[src/rtl/ttg_div.sv]
module ttg_div #(
	parameter int unsigned NW = 27,
	parameter int unsigned DEN = 7
) (
	input logic clk,
	input logic arst_n,
	input logic start,
	input logic [NW-1:0] num,
	output logic done,
	output logic [NW-1:0] quo
);

	// reciprocal multiply, exact for every num below 2**NW
	localparam int unsigned RL = $clog2(DEN);
	localparam int unsigned KS = NW + RL;
	localparam int unsigned PW = NW + KS + 1;
	localparam longint unsigned RECIP = ((64'd1 << KS) + 64'(DEN) - 64'd1) / 64'(DEN);

	logic done_q;
	logic [PW-1:0] prod_q;

	assign done = done_q;
	assign quo = NW'(prod_q >> KS);

	always_ff @(posedge clk or negedge arst_n) begin
		if (!arst_n) begin
			done_q <= 1'b0;
		end else begin
			done_q <= start;
		end
	end

	always_ff @(posedge clk) begin
		if (start) prod_q <= PW'(num) * PW'(RECIP);
	end

endmodule

[config.mk]
export PLATFORM = sky130hd
export DESIGN_NAME = ttg_div
export DESIGN_NICKNAME = d
export VERILOG_FILES = /design/src/rtl/ttg_div.sv
export SDC_FILE = /design/constraint.sdc
export NUM_CORES = 1
export LEC_CHECK = 0
export BUFFER_PORTS_ARGS = -buffer_cell sky130_fd_sc_hd__buf_2
export CAP_MARGIN = 20
export CORE_ASPECT_RATIO = 0.9
export CORE_MARGIN = 1.5
export CORE_UTILIZATION = 30
export DETAILED_ROUTE_END_ITERATION = 8
export GPL_TIMING_DRIVEN = 0
export MAX_ROUTING_LAYER = met4
export SLEW_MARGIN = 20
export SYNTH_ARGS = -nofsm -noshare
export SYNTH_HDL_FRONTEND = slang
export SYNTH_SLANG_ARGS = --single-unit
[constraint.sdc]
create_clock -name clk -period 0.8 [get_ports clk]
set_clock_uncertainty 0.1 [all_clocks]
set_input_delay 0.2 -clock clk [delete_from_list [all_inputs] [get_ports clk]]
set_output_delay 0.2 -clock clk [all_outputs]
set_load 0.01 [all_outputs]
==> impl_metrics.sql, run 1 <==
INSERT INTO impl_metrics (metric_group, metric, value, unit) VALUES
('cells_and_area', 'finish.net_count', '1643', ''),
('floorplanning', 'design.core.area', '34030', 'sq um'),
('timing', 'grt_setup_unrepaired', 'true', ''),
('cells_and_area', 'multi_input_comb_area', '9419', 'sq um'),
('cells_and_area', 'utilization', '0.3843', ''),
('cells_and_area', 'synthToLayoutAreaGrowth', '25.89', '%'),
('timing', 'finalWorstPathRequiredPeriod', '5138', 'ps'),
('cells_and_area', 'antenna_cells', '0', ''),
('job', 'max-cap-violations', '0', ''),
('cells_and_area', 'register_area', '775.7', 'sq um'),
('routing', 'route.final.wire_length', '26.04', 'mm'),
('setup_path', 'critPathKind', 'primary input to register', ''),
('global_routing', 'grt_start_max_net_pins', '27', ''),
('floorplanning', 'io_pins', '58', ''),
('routing', 'via_per_inst', '4.494', ''),
('routing', 'drt_pre_antenna_iters', '5', ''),
('floorplanning', 'die-area', '35760', 'sq um'),
('logic_synthesis', 'synth_compound_area_frac', '0.08527', ''),
('floorplanning', 'effective_utilization_at_floorplan', '0.3053', ''),
('floorplanning', 'fp.dieH', '179.5', 'microns'),
('timing', 'timing_worst_slew_pin_value', '500.0', 'ps'),
('placed_design', 'dpl.hpwl', '22.31', 'mm'),
('placed_design', 'io_buffers', '55', ''),
('routing', 'num_vias', '7411', ''),
('logic_synthesis', 'ys_types', '58', ''),
('cells_and_area', 'final_cell_area', '13080', 'sq um'),
('routing', 'remaining_drc_errors', '0', ''),
('timing', 'max_freq', '194.6', 'MHz'),
('logic_synthesis', 'asyncSetResetFlopFracSynth', '0.03846', ''),
('setup_path', 'critical_path_peak_fanout', '5', ''),
('min_path', 'worst_hold_path_type', 'primary input to async pin', ''),
('timing', 'maxSlewHeadroom', '0.6631', ''),
('setup_path', 'cp-start-kind', 'primary input', ''),
('logic_synthesis', 'main_combinational_cell_family_by_area_after_synthesis', 'adder cells', ''),
('status', 'failing_checks', 'setup timing', ''),
('clock_tree', 'ctsHtreeMaxLevel', '1', ''),
('clock_tree', 'cts_made_buffers', '3', ''),
('clock_tree', 'cts.path.max_buffers', '2', ''),
('clock_tree', 'cts.reportedPaths.clkPinSlew', '70', 'ps'),
('setup_path', 'worst_ep_required_time', '830', 'ps'),
('logic_synthesis', 'ys_warn_count', '0', ''),
('routing', 'antenna_violating_nets_post_route', '0', ''),
('cells_and_area', 'fraction_of_layout_instances_using_a_drive_strength_above_1', '0.2283', ''),
('clock_tree', 'clock-sinks', '26', ''),
('logic_synthesis', 'seq_area_frac_synth', '0.07467', ''),
('timing', 'fin_tns_setup', '-110830', 'ps'),
('status', 'outcome', 'complete, but fails checks', ''),
('logic_synthesis', 'synth_area_per_cell', '9.610', 'sq um'),
('floorplanning', 'chipWidth', '199.2', 'microns'),
('logic_synthesis', 'number_of_enable_flip_flop_cells_after_synthesis', '25', ''),
('logic_synthesis', 'synth.cell_area', '10390', 'sq um'),
('setup_path', 'crit_end_element', 'register', ''),
('timing', 'fin_hold_ws', '133.8', 'ps'),
('global_routing', 'grt.total_usage', '0.1526', ''),
('placed_design', 'place_area', '11610', 'sq um'),
('logic_synthesis', 'area_share_of_and_or_nand_nor_cells_after_synthesis', '0.05709', ''),
('timing', 'hold_viol_final', '0', ''),
('timing', 'fraction_of_the_cycle_the_final_worst_path_needs', '6.423', ''),
('timing', 'slew_violations', '0', ''),
('cells_and_area', 'layout.filler_cells', '3305', ''),
('routing', 'drtIter0Drc', '453', ''),
('routing', 'routed_wire_length_per_instance', '15.79', 'microns'),
('clock_tree', 'clock-root-buffer', 'sky130_fd_sc_hd__clkbuf_16', ''),
('global_routing', 'grt_antenna_before_repair', '0', ''),
('placed_design', 'place.gp.congestion', '0.8970', ''),
('logic_synthesis', 'synthAdderAreaFrac', '0.6268', ''),
('global_routing', 'vias_in_the_first_global_route', '7908', ''),
('logic_synthesis', 'synth_flop_cell', 'sky130_fd_sc_hd__edfxtp_1', ''),
('logic_synthesis', 'ys_ff_latch', '26', ''),
('logic_synthesis', 'synthesis.instances', '1081', ''),
('floorplanning', 'placement_rows', '64', ''),
('logic_synthesis', 'post_synth_mux_area_share', '0.001084', ''),
('global_routing', 'grt_remaining_overflow', '0', ''),
('setup_path', 'cp.arrival', '5170', 'ps'),
('timing', 'final_count_of_negative_setup_slack_endpoints', '51', ''),
('clock_tree', 'cts_tree', 'done', ''),
('global_routing', 'wire_length_of_the_first_global_routing_pass', '41.39', 'mm'),
('timing', 'setup_ws', '-4338', 'ps'),
('logic_synthesis', 'post_synth_xor_area_fraction', '0.02445', '');
## flip-flops by register name (all words and copies together), names as in the netlist
register,flops
done,1
prod_q,25
## cell usage in the layout (no fill, tap or decap), types with 10 or more instances in the layout
| cell type | Yosys | routed |
|---|---|---|
| sky130_fd_sc_hd__a21oi_1 | 45 | 31 |
| sky130_fd_sc_hd__edfxtp_1 | 25 | 25 |
| sky130_fd_sc_hd__fa_1 | 159 | 151 |
| sky130_fd_sc_hd__ha_1 | 266 | 208 |
| sky130_fd_sc_hd__nor2_1 | 17 | 12 |
| sky130_fd_sc_hd__o211ai_1 | 10 | 10 |
| sky130_fd_sc_hd__ha_4 | 0 | 51 |
| sky130_fd_sc_hd__xnor2_1 | 16 | 13 |
| sky130_fd_sc_hd__buf_4 | 5 | 46 |
| sky130_fd_sc_hd__inv_1 | 342 | 327 |
| sky130_fd_sc_hd__nand2_1 | 26 | 21 |
| sky130_fd_sc_hd__buf_2 | 2 | 29 |
| sky130_fd_sc_hd__buf_6 | 1 | 26 |
| sky130_fd_sc_hd__o21ai_0 | 24 | 12 |
| sky130_fd_sc_hd__a21o_1 | 15 | 15 |
| sky130_fd_sc_hd__inv_2 | 0 | 14 |
## final timing paths
path	depth (start not counted)	endpoint	slack, ps	from
max	21	prod_q[52]	-4340	num[2]
min	2	done	130	arst_n
max in group asynchronous	2	done	380	arst_n
min in group clk	1	done	130	start
## cells in the mapped netlist, drive strengths merged, types with 3 or more instances
library cell | instances | share of area
o21bai | 6 | 0.0043
a31oi | 6 | 0.0036
nand3 | 12 | 0.0058
o211ai | 10 | 0.0072
a21o | 15 | 0.011
edfxtp | 25 | 0.072
xor2 | 13 | 0.011
o21ai | 25 | 0.012
nand4 | 8 | 0.0048
nor2 | 17 | 0.0061
o31ai | 3 | 0.0022
a21oi | 46 | 0.023
and4 | 5 | 0.0042
inv | 342 | 0.12
o211a | 3 | 0.0036
nor3 | 5 | 0.0035
fa | 159 | 0.31
clkbuf | 3 | 0.0011
or2 | 4 | 0.0024
nor2b | 3 | 0.0018
xnor2 | 16 | 0.013
a211o | 3 | 0.0025
and3 | 10 | 0.0060
o21a | 6 | 0.0043
ha | 266 | 0.32
a211oi | 4 | 0.0029
nand2 | 26 | 0.0094
and2 | 8 | 0.0052
buf | 8 | 0.0057
## per-stage QoR
step	std cells	worst slack, ps
after floorplan	1082	-4155
after global placement	1599	-5134
after detailed placement	1599	-5172
after CTS	1628	-4355
after global routing	1649	-4486
final	1649	-4338
## metal layers
metal | share of wire | vias to the layer above | routed length (microns) | GRT usage
met4 | 0.014 | 0 | 357 | 0.02030
met3 | 0.039 | 29 | 1021 | 0.01201
met2 | 0.46 | 139 | 12070 | 0.2517
met5 | 0 | - | 0 | -
li1 | - | 3662 | - | -
met1 | 0.48 | 3581 | 12590 | 0.2090
## repair_timing
action                                  4_1_cts  5_1_grt
endpoints found under the setup margin       76       51
hold buffers                                  1        0
gates cloned                                  0        0
hold endpoints to repair                      1        0
pin swaps                                    51       58
gates resized for setup                     139       75
setup buffers                                25       21
## cells by family after synthesis
family                   count (synthesis)
XOR/XNOR                                29
AND/OR/NAND/NOR                        108
multiplexers                             1
other                                    1
AO/OA/AOI/OAI                          138
flip-flops                              26
adder cells (fa/ha/maj)                425
buffers and inverters                  353
## worst max-delay path: stages
cell and delay [ps]:
sky130_fd_sc_hd__buf_12 110, sky130_fd_sc_hd__ha_4 250, sky130_fd_sc_hd__xor2_4 170, sky130_fd_sc_hd__ha_4 270, sky130_fd_sc_hd__inv_2 40, sky130_fd_sc_hd__fa_1 490, sky130_fd_sc_hd__inv_1 50, sky130_fd_sc_hd__fa_1 460
sky130_fd_sc_hd__fa_1 530, sky130_fd_sc_hd__inv_2 40, sky130_fd_sc_hd__fa_2 580, sky130_fd_sc_hd__inv_2 60, sky130_fd_sc_hd__ha_4 270, sky130_fd_sc_hd__and4_1 220, sky130_fd_sc_hd__nand2_1 60, sky130_fd_sc_hd__a211o_1 240
sky130_fd_sc_hd__o211a_4 260, sky130_fd_sc_hd__nor3_4 220, sky130_fd_sc_hd__o21ai_4 140, sky130_fd_sc_hd__or4_1 410, sky130_fd_sc_hd__nand3b_1 90
## cell type report
| cell class | instances | area share |
|---|---|---|
| Multi-Input combinational cell | 703 | 0.7202 |
| Buffer | 10 | 0.005070 |
| Tap cell | 462 | 0.04420 |
| Clock buffer | 4 | 0.006792 |
| Timing Repair Buffer | 102 | 0.06611 |
| Sequential cell | 26 | 0.05931 |
| Inverter | 342 | 0.09834 |
Power of run 1 is not shown: default switching activity piles up to over one toggle a cycle in this logic, so the estimate is an artifact.
==> run 2: changes to the inputs <==
--- a/config.mk
+++ b/config.mk
@@ -13,6 +13,7 @@
 export DETAILED_ROUTE_END_ITERATION = 8
 export GPL_TIMING_DRIVEN = 0
 export MAX_ROUTING_LAYER = met4
+export REMOVE_ABC_BUFFERS = 1
 export SLEW_MARGIN = 20
 export SYNTH_ARGS = -nofsm -noshare
 export SYNTH_HDL_FRONTEND = slang
==> constraint.sdc (replaced) <==
create_clock -name clk -period 4.2 [get_ports clk]
set_clock_uncertainty 0.1 [all_clocks]
set_input_delay 1.05 -clock clk [delete_from_list [all_inputs] [get_ports clk]]
set_output_delay 1.05 -clock clk [all_outputs]
set_load 0.01 [all_outputs]
==> impl_metrics.sql, run 2 (synthesis results as in run 1) <==
INSERT INTO impl_metrics (metric_group, metric, value, unit) VALUES
('routing', 'antenna_violating_nets_post_route', '0', ''),
('routing', 'drtIter0Drc', '379', ''),
('cells_and_area', 'largest_register', 'prod_q', ''),
('global_routing', 'wire_length_of_the_first_global_routing_pass', '42.26', 'mm'),
('cells_and_area', 'number_of_flip_flops_under_the_largest_register_name', '25', ''),
('timing', 'max_freq', '164.2', 'MHz'),
('timing', 'finalWorstPathRequiredPeriod', '6090', 'ps'),
('global_routing', 'grt_antenna_before_repair', '0', ''),
('timing', 'maxSlewHeadroom', '0.6327', ''),
('setup_path', 'cp.arrival', '6120', 'ps'),
('clock_tree', 'ctsHtreeMaxLevel', '1', ''),
('clock_tree', 'clock-root-buffer', 'sky130_fd_sc_hd__clkbuf_16', ''),
('clock_tree', 'cts.path.max_buffers', '2', ''),
('timing', 'fin_hold_ws', '450.5', 'ps'),
('cells_and_area', 'final-instance-count-excl-fill', '1636', ''),
('cells_and_area', 'fraction_of_layout_instances_using_a_drive_strength_above_1', '0.2334', ''),
('routing', 'num_vias', '7454', ''),
('global_routing', 'grt_remaining_overflow', '0', ''),
('floorplanning', 'io_pins', '58', ''),
('cells_and_area', 'synthToLayoutAreaGrowth', '25.85', '%'),
('global_routing', 'grt.total_usage', '0.1545', ''),
('routing', 'route.final.wire_length', '26.84', 'mm'),
('clock_tree', 'clock-sinks', '26', ''),
('setup_path', 'critPathKind', 'primary input to register', ''),
('setup_path', 'cp-start-kind', 'primary input', ''),
('cells_and_area', 'finish.net_count', '1630', ''),
('floorplanning', 'design.core.area', '34030', 'sq um'),
('cells_and_area', 'layout.cells.most_common', 'sky130_fd_sc_hd__inv_1', ''),
('min_path', 'worst_hold_path_type', 'primary input to async pin', ''),
('timing', 'final_count_of_negative_setup_slack_endpoints', '25', ''),
('job', 'max-cap-violations', '0', ''),
('placed_design', 'place.gp.congestion', '0.8900', ''),
('setup_path', 'crit_end_element', 'register', ''),
('timing', 'slew_violations', '0', ''),
('routing', 'remaining_drc_errors', '0', ''),
('floorplanning', 'effective_utilization_at_floorplan', '0.3053', ''),
('setup_path', 'worst_ep_required_time', '4230', 'ps'),
('floorplanning', 'fp.dieH', '179.5', 'microns'),
('routing', 'drt_pre_antenna_iters', '5', ''),
('floorplanning', 'die-area', '35760', 'sq um'),
('clock_tree', 'cts_tree', 'done', ''),
('placed_design', 'io_buffers', '55', ''),
('floorplanning', 'placement_rows', '64', ''),
('timing', 'fraction_of_the_cycle_the_final_worst_path_needs', '1.450', ''),
('setup_path', 'critical_path_peak_fanout', '5', ''),
('placed_design', 'placed_cells', '1588', ''),
('cells_and_area', 'antenna_cells', '0', ''),
('timing', 'hold_viol_final', '0', ''),
('cells_and_area', 'mostFrequentLayoutCells', '323 x sky130_fd_sc_hd__inv_1, 202 x sky130_fd_sc_hd__ha_1, 148 x sky130_fd_sc_hd__fa_1', ''),
('clock_tree', 'post_cts_hold_buffer_count', '0', ''),
('timing', 'setup_ws', '-1890', 'ps'),
('placed_design', 'dpl.hpwl', '22.35', 'mm'),
('timing', 'grt_setup_unrepaired', 'true', ''),
('timing', 'timing_worst_slew_pin_value', '550.9', 'ps'),
('status', 'failing_checks', 'setup timing', ''),
('global_routing', 'grt_start_max_net_pins', '27', ''),
('routing', 'via_per_inst', '4.556', ''),
('routing', 'routed_wire_length_per_instance', '16.40', 'microns'),
('global_routing', 'vias_in_the_first_global_route', '7978', ''),
('timing', 'fin_tns_setup', '-41200', 'ps'),
('clock_tree', 'cts_made_buffers', '3', ''),
('status', 'outcome', 'complete, but fails checks', ''),
('floorplanning', 'chipWidth', '199.2', 'microns'),
('clock_tree', 'cts.reportedPaths.clkPinSlew', '60', 'ps');
[run 2: layer usage]
metal | GRT usage | vias up | share of wire
li1 | - | 3628 | -
met1 | 0.2124 | 3662 | 0.48
met2 | 0.2562 | 146 | 0.47
met3 | 0.01069 | 18 | 0.036
met4 | 0.01758 | 0 | 0.0093
met5 | - | - | 0
[run 2: worst paths after layout]
path | startpoint | to | slack [ps]
worst max-delay path | num[6] | prod_q[52] | -1890
worst min-delay path | arst_n | done | 450
max in group asynchronous | arst_n | done | 3470
min in group clk | start | done | 1100
[run 2: repair_timing]
| item | CTS | global route |
|---|---|---|
| gates resized for setup | 160 | 118 |
| hold endpoints to repair | 0 | 0 |
| setup buffers | 22 | 22 |
| pin swaps | 52 | 96 |
| endpoints found under the setup margin | 25 | 25 |
[run 2: final cells by class]
cell class,instances,area (sq um)
repair buffers,99,818.3
fillers,3259,20960
inverters,342,1287
flip-flops and latches,26,775.7
multi-input cells,703,9525
clock buffers,4,88.84
well taps,462,578.1
[run 2: critical path: stages]
cell and delay (ps):
sky130_fd_sc_hd__buf_12 110, sky130_fd_sc_hd__ha_4 250, sky130_fd_sc_hd__xor2_2 150, sky130_fd_sc_hd__ha_1 290, sky130_fd_sc_hd__inv_2 40, sky130_fd_sc_hd__fa_1 560
sky130_fd_sc_hd__inv_2 50, sky130_fd_sc_hd__fa_1 450, sky130_fd_sc_hd__fa_1 510, sky130_fd_sc_hd__inv_2 40, sky130_fd_sc_hd__fa_2 590, sky130_fd_sc_hd__inv_2 60
sky130_fd_sc_hd__ha_4 270, sky130_fd_sc_hd__and4_4 220, sky130_fd_sc_hd__nand2_2 40, sky130_fd_sc_hd__a211o_1 240, sky130_fd_sc_hd__o211a_4 280, sky130_fd_sc_hd__nor3_4 260
sky130_fd_sc_hd__o21ai_4 120, sky130_fd_sc_hd__or4_1 420, sky130_fd_sc_hd__nand3b_1 90
[run 2: metrics by stage]
step                area, sq um    util  setup WS (ps)
finish                    13070  0.3842          -1890
global route              13070  0.3842          -2046
global placement          11180  0.3284          -3016
detailed placement        11180  0.3284          -3021
CTS                       12330  0.3623          -1861
floorplan                 10320       -          -1857
Power of run 2 is left out for the same reason.
